### src/hw/rtl/idq_pkg.sv
`timescale 1ns / 1ps
package idq_pkg;
    localparam int CAPACITY  = 64;
    localparam int WORD_BITS = 32;
    localparam int PTR_W     = (CAPACITY > 1) ? $clog2(CAPACITY) : 1;
    localparam int CNT_W     = $clog2(CAPACITY + 1);
    localparam int CMP_W     = (CNT_W > 8) ? CNT_W : 8;
    localparam int SUM_W     = CNT_W + 1;

    localparam logic [2:0] ACT_PUSH_FRONT = 3'd0;
    localparam logic [2:0] ACT_PUSH_REAR  = 3'd1;
    localparam logic [2:0] ACT_INSERT     = 3'd2;
    localparam logic [2:0] ACT_POP_FRONT  = 3'd3;
    localparam logic [2:0] ACT_DELETE     = 3'd4;
    localparam logic [2:0] ACT_READ       = 3'd5;
    localparam logic [2:0] ACT_POP_REAR   = 3'd6;

    localparam logic [1:0] ST_DONE    = 2'd0;
    localparam logic [1:0] ST_FULL    = 2'd1;
    localparam logic [1:0] ST_BAD_POS = 2'd2;
    localparam logic [1:0] ST_EMPTY   = 2'd3;

    localparam logic [1:0] PC_BEFORE = 2'd0;
    localparam logic [1:0] PC_DEREF  = 2'd1;
    localparam logic [1:0] PC_PAST   = 2'd2;

    localparam logic [CNT_W-1:0] CAP_CNT = CNT_W'(CAPACITY);

    // physical slot of a logical index (index at most CAPACITY)
    function automatic logic [PTR_W-1:0] slot_of(input logic [PTR_W-1:0] front,
                                                 input logic [CNT_W-1:0] logical);
        logic [SUM_W-1:0] sum;
        sum = SUM_W'(front) + SUM_W'(logical);
        if (sum >= SUM_W'(CAPACITY)) sum = sum - SUM_W'(CAPACITY);
        return sum[PTR_W-1:0];
    endfunction
endpackage

### src/hw/rtl/idq_store.sv
`timescale 1ns / 1ps
module idq_store (
    input  logic                           i_clk,
    input  logic                           i_we,
    input  logic [idq_pkg::PTR_W-1:0]      i_waddr,
    input  logic [idq_pkg::WORD_BITS-1:0]  i_wdata,
    input  logic [idq_pkg::PTR_W-1:0]      i_raddr,
    output logic [idq_pkg::WORD_BITS-1:0]  o_rdata
);
    import idq_pkg::*;

    logic [WORD_BITS-1:0] r_mem [CAPACITY];

    always_ff @(posedge i_clk) begin
        if (i_we) r_mem[i_waddr] <= i_wdata;
        o_rdata <= r_mem[i_raddr];
    end
endmodule

### src/hw/rtl/indexed_deque_engine.sv
`timescale 1ns / 1ps
// Push, pop and refusals finish in the execute state; a read adds a store read-out
// state; insert before p and delete at p shift the words from p to the rear, by a
// read-then-write of one word at a time through the store.
// One request at a time: busy stays high until o_done; a new request may start
// in the o_done cycle. Results are never stalled by the receiver.
// Reset (synchronous, active low) empties the deque; store contents undefined.
module indexed_deque_engine (
    input  logic        i_clk,
    input  logic        i_rst_n,
    input  logic        start,
    output logic        busy,
    input  logic [2:0]  i_action,
    input  logic signed [7:0]  i_position,
    input  logic signed [31:0] i_value,
    output logic        o_done,
    output logic signed [31:0] o_read_value,
    output logic [6:0]  o_element_count,
    output logic [1:0]  o_status,
    output logic [1:0]  o_position_class
);
    import idq_pkg::*;

    typedef enum logic [6:0] {
        S_IDLE  = 7'b0000001,
        S_EXEC  = 7'b0000010,
        S_RDOUT = 7'b0000100,
        S_INS   = 7'b0001000,
        S_INSWR = 7'b0010000,
        S_DEL   = 7'b0100000,
        S_DELWR = 7'b1000000
    } t_state;

    t_state r_state, n_state;

    // request latched at acceptance
    logic [2:0]  r_act;
    logic [7:0]  r_pos;
    logic [31:0] r_val;

    logic [PTR_W-1:0] r_front, n_front;
    logic [CNT_W-1:0] r_count, n_count;
    logic [CNT_W-1:0] r_idx, n_idx;     // shift cursor (logical)
    logic [1:0]       r_pc, n_pc;

    logic             r_done, n_done;
    logic [31:0]      r_rd, n_rd;
    logic [1:0]       r_status, n_status;

    logic                 we;
    logic [PTR_W-1:0]     waddr, raddr;
    logic [WORD_BITS-1:0] wdata, rdata;

    // position against the count before the request
    logic             pos_neg;
    logic [CMP_W-1:0] pos_u, cnt_u;
    logic [CNT_W-1:0] pos_c;
    logic [1:0]       pclass;
    logic             full, empty;

    assign pos_neg = r_pos[7];
    assign pos_u   = CMP_W'(r_pos[6:0]);
    assign cnt_u   = CMP_W'(r_count);
    assign pos_c   = CNT_W'(pos_u);
    assign full    = (r_count == CAP_CNT);
    assign empty   = (r_count == '0);
    assign pclass  = pos_neg ? PC_BEFORE : ((pos_u < cnt_u) ? PC_DEREF : PC_PAST);

    idq_store u_store (
        .i_clk   (i_clk),
        .i_we    (we),
        .i_waddr (waddr),
        .i_wdata (wdata),
        .i_raddr (raddr),
        .o_rdata (rdata)
    );

    always_comb begin
        n_state  = r_state;
        n_front  = r_front;
        n_count  = r_count;
        n_idx    = r_idx;
        n_pc     = r_pc;
        n_done   = 1'b0;
        n_rd     = '0;
        n_status = r_status;
        we       = 1'b0;
        waddr    = slot_of(r_front, r_idx);
        wdata    = WORD_BITS'(r_val);
        raddr    = slot_of(r_front, r_idx);

        unique case (r_state)
            S_IDLE: begin
                if (start) n_state = S_EXEC;
            end
            S_EXEC: begin
                n_pc     = pclass;
                n_status = ST_DONE;
                n_state  = S_IDLE;
                n_done   = 1'b1;
                unique case (r_act) inside
                    ACT_PUSH_FRONT: begin
                        if (full) begin
                            n_status = ST_FULL;
                        end else begin
                            n_front = (r_front == '0) ? PTR_W'(CAPACITY - 1)
                                                      : r_front - 1'b1;
                            we      = 1'b1;
                            waddr   = n_front;
                            n_count = r_count + 1'b1;
                        end
                    end
                    ACT_PUSH_REAR: begin
                        if (full) begin
                            n_status = ST_FULL;
                        end else begin
                            we      = 1'b1;
                            waddr   = slot_of(r_front, r_count);
                            n_count = r_count + 1'b1;
                        end
                    end
                    ACT_INSERT: begin
                        if (pos_neg || pos_u > cnt_u) begin
                            n_status = ST_BAD_POS;
                        end else if (full) begin
                            n_status = ST_FULL;
                        end else begin
                            n_done  = 1'b0;
                            n_idx   = r_count;
                            n_state = S_INS;
                        end
                    end
                    ACT_POP_FRONT, ACT_POP_REAR: begin
                        if (empty) begin
                            n_status = ST_EMPTY;
                        end else begin
                            n_count = r_count - 1'b1;
                            if (r_act == ACT_POP_FRONT)
                                n_front = slot_of(r_front, CNT_W'(1));
                        end
                    end
                    ACT_DELETE: begin
                        if (pclass != PC_DEREF) begin
                            n_status = ST_BAD_POS;
                        end else begin
                            n_done  = 1'b0;
                            n_idx   = pos_c;
                            n_state = S_DEL;
                        end
                    end
                    ACT_READ: begin
                        if (pclass != PC_DEREF) begin
                            n_status = ST_BAD_POS;
                        end else begin
                            raddr   = slot_of(r_front, pos_c);
                            n_done  = 1'b0;
                            n_state = S_RDOUT;
                        end
                    end
                    default: n_status = ST_BAD_POS;
                endcase
            end
            S_RDOUT: begin
                n_rd    = 32'(rdata);
                n_done  = 1'b1;
                n_state = S_IDLE;
            end
            S_INS: begin
                // walk from the rear towards the insert point
                if (r_idx == pos_c) begin
                    we      = 1'b1;
                    n_count = r_count + 1'b1;
                    n_done  = 1'b1;
                    n_state = S_IDLE;
                end else begin
                    raddr   = slot_of(r_front, r_idx - 1'b1);
                    n_state = S_INSWR;
                end
            end
            S_INSWR: begin
                we      = 1'b1;
                wdata   = rdata;
                n_idx   = r_idx - 1'b1;
                n_state = S_INS;
            end
            S_DEL: begin
                if (r_idx + 1'b1 >= r_count) begin
                    n_count = r_count - 1'b1;
                    n_done  = 1'b1;
                    n_state = S_IDLE;
                end else begin
                    raddr   = slot_of(r_front, r_idx + 1'b1);
                    n_state = S_DELWR;
                end
            end
            S_DELWR: begin
                we      = 1'b1;
                wdata   = rdata;
                n_idx   = r_idx + 1'b1;
                n_state = S_DEL;
            end
            default: n_state = S_IDLE;
        endcase
    end

    always_ff @(posedge i_clk) begin
        if (!i_rst_n) begin
            r_state <= S_IDLE;
            r_front <= '0;
            r_count <= '0;
            r_done  <= 1'b0;
        end else begin
            r_state <= n_state;
            r_front <= n_front;
            r_count <= n_count;
            r_done  <= n_done;
        end
    end

    always_ff @(posedge i_clk) begin
        if (r_state == S_IDLE && start) begin
            r_act <= i_action;
            r_pos <= i_position;
            r_val <= i_value;
        end
        r_idx    <= n_idx;
        r_pc     <= n_pc;
        r_rd     <= n_rd;
        r_status <= n_status;
    end

    assign busy             = (r_state != S_IDLE);
    assign o_done           = r_done;
    assign o_read_value     = r_rd;
    assign o_element_count  = 7'(r_count);
    assign o_status         = r_status;
    assign o_position_class = r_pc;

`ifndef SYNTHESIS
    a_count_cap: assert property (@(posedge i_clk) disable iff (!i_rst_n)
        r_count <= CAP_CNT) else $error("count beyond capacity");
    a_done_after_busy: assert property (@(posedge i_clk) disable iff (!i_rst_n)
        r_done |-> $past(busy)) else $error("result without request");
    a_full_status: assert property (@(posedge i_clk) disable iff (!i_rst_n)
        (r_done && r_status == ST_FULL) |-> r_count == CAP_CNT)
        else $error("full refusal with room left");
`endif
endmodule
### config.mk
export PLATFORM = sky130hd
export DESIGN_NAME = indexed_deque_engine
export DESIGN_NICKNAME = d
export VERILOG_FILES = /design/src/hw/rtl/idq_pkg.sv /design/src/hw/rtl/idq_store.sv /design/src/hw/rtl/indexed_deque_engine.sv
export SDC_FILE = /design/constraint.sdc
export NUM_CORES = 2
export LEC_CHECK = 0
export BUFFER_PORTS_ARGS = -buffer_cell sky130_fd_sc_hd__clkbuf_2
export CAP_MARGIN = 20
export CORE_UTILIZATION = 50
export DETAILED_ROUTE_END_ITERATION = 7
export GPL_ROUTABILITY_DRIVEN = 0
export HOLD_SLACK_MARGIN = 0.03
export PLACE_DENSITY = 0.65
export REMOVE_ABC_BUFFERS = 1
export SYNTH_ARGS = -nofsm -noshare
export SYNTH_HDL_FRONTEND = slang
export SYNTH_SLANG_ARGS = --single-unit
### constraint.sdc
create_clock -name i_clk -period 9 [get_ports i_clk]
set_input_delay 0.45 -clock i_clk [delete_from_list [all_inputs] [get_ports i_clk]]
set_output_delay 0.45 -clock i_clk [all_outputs]
set_load 0.02 [all_outputs]
### Yosys cells after proc, flatten, opt, wreduce, memory -nomap -nowiden

Memories as Yosys holds them, arrays and structs flattened. A register that Yosys moved wholly into a read port is not among the register bits.
Index checks and enable logic that the tools add are counted.

| storage, ports and cells | value |
|---|---|
| bits in registers | 107 |
| output and inout bits | 45 |
| latch bits | 0 |
| memories kept | 1 |
| bits in writable memories | 2048 |
| bits in read-only memories | 0 |

| operators by class | value |
|---|---|
| multiplexer cells | 60 |
| order comparisons | 9 |
| reductions and logical operators | 15 |
| eq/ne operators | 30 |
| div/mod/pow operators | 0 |
| shift-type cells | 0 |
| multiply operators | 0 |
| add/sub/neg operators | 17 |
| bitwise logic cells | 0 |

Memories:

| memory | words | bits a word | rd ports | clocked after memory_dff | write ports | line | text |
|---|---|---|---|---|---|---|---|
| u_store.r_mem | 64 | 32 | 1 | 1 | 1 | idq_store.sv:12 | `logic [WORD_BITS-1:0] r_mem [CAPACITY];` |

Operator list:

| kind | count |
|---|---|
| 2-to-1 mux 6 bit | 18 |
| 2-to-1 mux 7 bit | 9 |
| one-hot mux 7 bit (3 select lines) | 2 |
| one-hot mux 7 bit (6 select lines) | 1 |
| subtractor 6 x 1 -> 6 bit (second input constant) | 7 |
| adder 6 x 7 -> 8 bit | 5 |
| >= comparator 8 x 7 -> 1 bit (second input constant) | 5 |
| one-hot mux 6 bit (3 select lines) | 2 |
| 2-to-1 mux 32 bit | 1 |
| one-hot mux 7 bit (2 select lines) | 2 |
| one-hot mux 6 bit (2 select lines) | 2 |
| inequality test 3 bit (second input constant) | 6 |
| adder 7 x 1 -> 7 bit (second input constant) | 2 |
| equality test 7 bit (second input constant) | 2 |
| subtractor 7 x 1 -> 7 bit (second input constant) | 2 |
| inequality test 2 bit (second input constant) | 6 |
| 2-to-1 mux 1 bit | 10 |
| 2-to-1 mux 2 bit | 5 |
| AND reduction 5 bit | 2 |
| equality test 3 bit (second input constant) | 3 |
| 2-to-1 mux 4 bit | 2 |
| one-hot mux 2 bit (4 select lines) | 1 |
| OR reduction 2 bit | 4 |
| adder 6 x 1 -> 7 bit (second input constant) | 1 |
| 29 further kinds | 31 |

### Longest topological paths before layout

| logic depth | value |
|---|---|
| word-level depth | 7 |
| gate-level depth with buffers | 22 |

### Cells and area by module

A second synthesis with hierarchy kept.

| unflattened totals | value |
|---|---|
| cells, all modules | 3994 |
| area total of the unflattened synthesis | 85081.6 µm² |

Modules (own cells, without submodules):

| module | sequential area each (µm²) | instances | cells each | area an instance (µm²) |
|---|---|---|---|---|
| idq_store | 62139.6 | 1 | 3324 | 78520.3 |
| indexed_deque_engine | 2682.6 | 1 | 670 | 6561.3 |

### Worst setup path before layout

Ideal clock, no wire load.

| timing path | value |
|---|---|
| kind | register to register |
| start | register r_front[1] |
| end | memory u_store.r_mem[0][0], enable pin |
| path slack | 4.714 ns |
| path buffers | 0 |
| data arrival time | 3.865 ns |
| clock period less this slack | 4.286 ns |
| stages on the path, launching flop included | 13 |
| path through | dfxtp_1 > ha_1 > a21o_1 > a21o_1 > a21o_1 > a21oi_1 > xnor2_1 > nand2_1 > o21ai_0 > nor2_1 > a21oi_1 > nand3_1 > nor2_1 |

| on the way | value |
|---|---|
| word-level cells in the longest chain between the ends | 6 |
| elaborated cells on any way between the ends | 15 |
| those cells by class | add/sub: 5; order compare: 2; mux: 7; reduce/logical: 1 |

Ends and longest elaborated chain:

| what | line | text |
|---|---|---|
| start, declared | indexed_deque_engine.sv:41 | `logic [PTR_W-1:0] r_front, n_front;` |
| start signal, assigned | indexed_deque_engine.sv:214 | `r_front <= n_front;` |
| adder 6 x 7 -> 8 bit | idq_pkg.sv:33 | `sum = SUM_W'(front) + SUM_W'(logical);` |
| >= comparator 8 x 7 -> 1 bit / subtractor 6 x 1 -> 6 bit (equally long branches) | idq_pkg.sv:34 | `if (sum >= SUM_W'(CAPACITY)) sum = sum - SUM_W'(CAPACITY);` |
| 2-to-1 mux 6 bit | idq_pkg.sv:34 |  |
| 2-to-1 mux 6 bit (on tied branches) | indexed_deque_engine.sv:114, indexed_deque_engine.sv:103 |  |
| one-hot mux 6 bit (2 select lines) | indexed_deque_engine.sv:101 | `unique case (r_act) inside` |
| 2-to-1 mux 6 bit * | indexed_deque_engine.sv:92 | `unique case (r_state)` |
| end, declared | idq_store.sv:12 |  |

Mark *: on every way between the ends. The rest lies on a longest branch, timed or not.

### Worst setup path after layout

| timing path | value |
|---|---|
| start | register r_front[1] |
| end | memory u_store.r_mem[29][17], enable pin |

Same word-level chain as after synthesis.

==> impl_table.tex <==
\begin{tabular}{lr}
\hline
Metric & Value \\
\hline
\multicolumn{2}{l}{\textbf{Timing}} \\
\quad Slew Limit Fails & 0 \\
\quad Portion of the clock cycle consumed by the worst path in the final layout & 0.6498 \\
\quad Transition at the pin with the smallest max-transition slack & 1.251 ns \\
\quad Fin crit period & 5.848 ns \\
\quad Setup tns final & 0 ns \\
\quad RSZ-0062 raised after global routing & no \\
\quad Final setup viols & 0 \\
\quad Layout Skew & 0.03510 ns \\
\quad Relative slew margins & 0.1607 \\
\quad Final hold violations & 0 \\
\quad Achievable clock frequency & 171.0 MHz \\
\quad Min setup slack post-route & 3.152 ns \\
\multicolumn{2}{l}{\textbf{Finish}} \\
\quad Commonest cells after routing, fill and taps aside & edfxtp\_1 (2102), nand2\_1 (1846), nand3\_1 (574), a31oi\_1 (253), clkbuf\_16 (215) \\
\quad Layout area overhead & 12.51\% \\
\quad Commonest non-fill, non-tap cell in the layout & edfxtp\_1 \\
\quad Nets & 6697 \\
\quad Share of layout cells above drive strength 1 & 0.09755 \\
\quad Fin util & 0.5683 \\
\quad Non-filler instance count after layout & 9101 \\
\quad Fin area & 97930 µm² \\
\multicolumn{2}{l}{\textbf{Drt}} \\
\quad Post-route antenna net violation count & 0 \\
\quad Routed len/inst & 29.97 µm \\
\quad Post-detailed-route via-to-cell ratio & 6.281 \\
\quad Wirelength, routed & 272700 µm \\
\quad Remaining design rule violation count & 0 \\
\quad Detailed router's first-iteration violation count & 9516 \\
\quad Vias after detailed routing & 57160 \\
\quad Router iterations before antenna repair & 6 \\
\multicolumn{2}{l}{\textbf{Clocking}} \\
\quad Number of buffers between clock root and the deepest sink & 3 \\
\quad Setup Buffers After CTS & 0 \\
\quad Clock latency of the later-clocked register in the worst-skew pair & 0.87 ns \\
\quad Sinks on Clock Net & 2187 \\
\quad Clock-pin slew on the worst setup and hold paths & 0.06 ns \\
\quad Depth of the CTS H-tree & 4 \\
\quad TritonCTS buffer count & 213 \\
\quad Root Driver & clkbuf\_16 \\
\quad TritonCTS clock tree & built \\
\multicolumn{2}{l}{\textbf{Power and ir drop}} \\
\quad Cell area power density & 211.7 nW/µm² \\
\quad Total leakage power & 33.40 nW \\
\quad Peak supply drop & 156.1 µV \\
\multicolumn{2}{l}{\textbf{GRT}} \\
\quad Largest net degree at the start of global routing & 176 \\
\quad Total congestion overflow & 0 \\
\quad Vias in the first global route & 53100 \\
\quad Initial antenna violation count & 5 \\
\quad Wire length of the first global-routing pass & 384500 µm \\
\quad Overall track demand over capacity in global routing & 0.3071 \\
\multicolumn{2}{l}{\textbf{Die}} \\
\quad Horizontal extent of the die & 419.2 µm \\
\quad Total Die Area & 175700 µm² \\
\quad Height of the die & 419.2 µm \\
\quad Core Rows & 152 \\
\quad Initial Util & 0.5051 \\
\quad Number of top-level pins & 91 \\
\quad Placeable core region & 172300 µm² \\
\multicolumn{2}{l}{\textbf{Setup path}} \\
\quad Start of the worst register-to-register path & r\_front[1] \\
\quad Endpoint of the worst-slack reg-to-reg timing path & u\_store.r\_mem[29][17] \\
\quad Data arrival time at the worst-slack endpoint & 6.32 ns \\
\quad Setup slack on the worst flop-to-flop path & 3.15 ns \\
\quad Type of the setup path with the least slack & reg -> reg \\
\quad Worst Path Max Fanout & 22 \\
\quad CP Launch Type & flop \\
\quad Req. time, crit path & 9.47 ns \\
\quad CP endpoint kind & flop \\
\quad R2R cell count & 13 \\
\multicolumn{2}{l}{\textbf{Logic synthesis}} \\
\quad Mux cell area share after synthesis & 0.02040 \\
\quad Syn Inst Count & 6477 \\
\quad Largest family of logic cells by synthesized area & simple AND/OR/NAND/NOR gates \\
\quad Avg Synthesized Cell Area & 13.44 µm² \\
\quad FFs w/ async S/R, synth & 0 \\
\quad Synthesis Warnings & 0 \\
\quad Area share of xor/xnor cells in the synthesized design & 0.004730 \\
\quad Total standard cell area after synthesis & 87040 µm² \\
\quad Flops \& latches, synth & 2187 \\
\quad Area share of the largest cell type after synthesis & 0.7252 \\
\quad Simple-gate area share of the yosys netlist & 0.1479 \\
\quad Distinct cells, synth & 84 \\
\quad Adder-cell area share of the yosys netlist & 0.007619 \\
\quad Top flip-flop cell by instance count after synthesis & edfxtp\_1 \\
\quad Largest cells by area after synthesis & edfxtp\_1 (73\%), nand2\_1 (8.0\%), nand3\_1 (3.3\%) \\
\quad Synth area leader & edfxtp\_1 \\
\quad Proportion of synthesized chip area in sequential cells & 0.7448 \\
\quad Number of enable-type register cells in the synthesized netlist & 2102 \\
\quad Compound-gate portion of the synthesized area & 0.05205 \\
\multicolumn{2}{l}{\textbf{Place}} \\
\quad Buffers added on ports & 90 \\
\quad Placed insts & 8644 \\
\quad Instance area at placement & 90510 µm² \\
\quad Worst slack at placement & 3.346 ns \\
\quad DP Wirelength & 148200 µm \\
\multicolumn{2}{l}{\textbf{Status}} \\
\quad Run status & finished, final reports clean \\
\multicolumn{2}{l}{\textbf{Min path}} \\
\quad Hold Crit Start & i\_value[7] \\
\quad End of the worst hold path & r\_val[7] \\
\quad Worst Hold Path Cells & 2 \\
\quad Hold crit path type & in -> reg \\
\multicolumn{2}{l}{\textbf{Flow run}} \\
\quad Max-cap violation count & 0 \\
\hline
\end{tabular}
power by group:
| group | internal, W | switching [W] |
|---|---|---|
| Sequential | 0.0113 | 0.0000374 |
| Clock | 0.00488 | 0.00386 |
| Combinational | 0.000160 | 0.000519 |
worst max path at each step:
stage                       start                     to  cells past startpoint
2_1_floorplan            r_idx[1]    u_store.o_rdata[25]                     16
3_3_place_gp           r_front[1]  u_store.r_mem[28][29]                     14
3_5_place_dp   o_element_count[4]    u_store.o_rdata[30]                     14
4_1_cts                r_front[1]  u_store.r_mem[17][17]                     13
5_1_grt        o_element_count[4]    u_store.o_rdata[12]                     12
6_report               r_front[1]  u_store.r_mem[29][17]                     13
state kept, by name, indices dropped and copies added (netlist names), 7 cells and up:
name and cells:
r_state 7, r_pos 8, u_store.r_mem 2048, r_idx 7, u_store.o_rdata 32, o_read_value 32, o_element_count 7, r_val 32
cell type report:
| type | count | area (µm²) |
|---|---|---|
| antenna | 5 | 12.51 |
| clock buffer | 308 | 5939 |
| clock inverter | 92 | 862.1 |
| fill | 13610 | 74380 |
| inverter | 27 | 101.3 |
| multi-input combinational | 3877 | 20860 |
| sequential | 2187 | 64820 |
| tap | 2310 | 2890 |
| timing repair buffer | 295 | 2437 |
stage by stage:
| step | total power, W | hold slack, ns |
|---|---|---|
| final | 0.02073 | 0.2972 |
| after global routing | 0.02120 | 0.2641 |
| after CTS | 0.02076 | 0.2398 |
| after detailed placement | 0.01218 | 0.4429 |
| after global placement | 0.01216 | 0.4417 |
| after floorplan | 0.01202 | 0.4296 |
synthesized netlist by cell type (11+ instances only):
library cell and number:
dfxtp_1 85, and2_1 42, o22ai_1 11, a22oi_1 14, nand4_1 126, edfxtp_1 2102
nand4b_1 11, buf_2 231, and3_1 87, xor2_1 14, nor3_1 27, inv_1 27
nand2_1 1858, mux2i_1 174, or3_1 17, a21oi_1 71, a211oi_1 12, buf_4 23
ha_1 45, a32oi_1 119, a21o_1 14, a31oi_1 253, nor2_1 153, buf_1 33
xnor2_1 33, nand3_1 576, clkbuf_1 93, o21ai_0 49
worst max-delay path: stages, from the launching register on:
cell and delay, ns:
dfxtp_1 0.78, ha_1 0.36, a21o_1 0.16, a21o_1 0.20
a21o_1 0.17, a21oi_1 0.16, xnor2_1 0.14, nand2_1 0.07
o21ai_0 0.22, nor2_1 0.08, a21oi_1 0.66, nand2_1 0.84
nor2_4 0.81, buf_4 0.73
metal layers:
layer	GRT usage	wire length [µm]	vias up
met5	0	20	-
met4	0.1286	12250	2
met3	0.06372	30510	631
met2	0.4752	124900	3718
met1	0.4238	105000	28540
li1	-	-	24270
kinds of logic (layout without fill, tap and decap cells):
logic type,count (synthesis),after routing
xor gates and xnor gates,47,47
other,0,5
and+or+nand+nor,2956,2956
adders and majority gates,50,50
muxes,177,177
DFF,2187,2187
AOI/OAI and AO/OA,647,647
buffers and inverters,413,722
what timing repair did:
item	in CTS	in global routing
resized for setup	0	0
hold buffers	45	0
hold endpoints to repair	47	0
(Power assumes the default switching activity.)
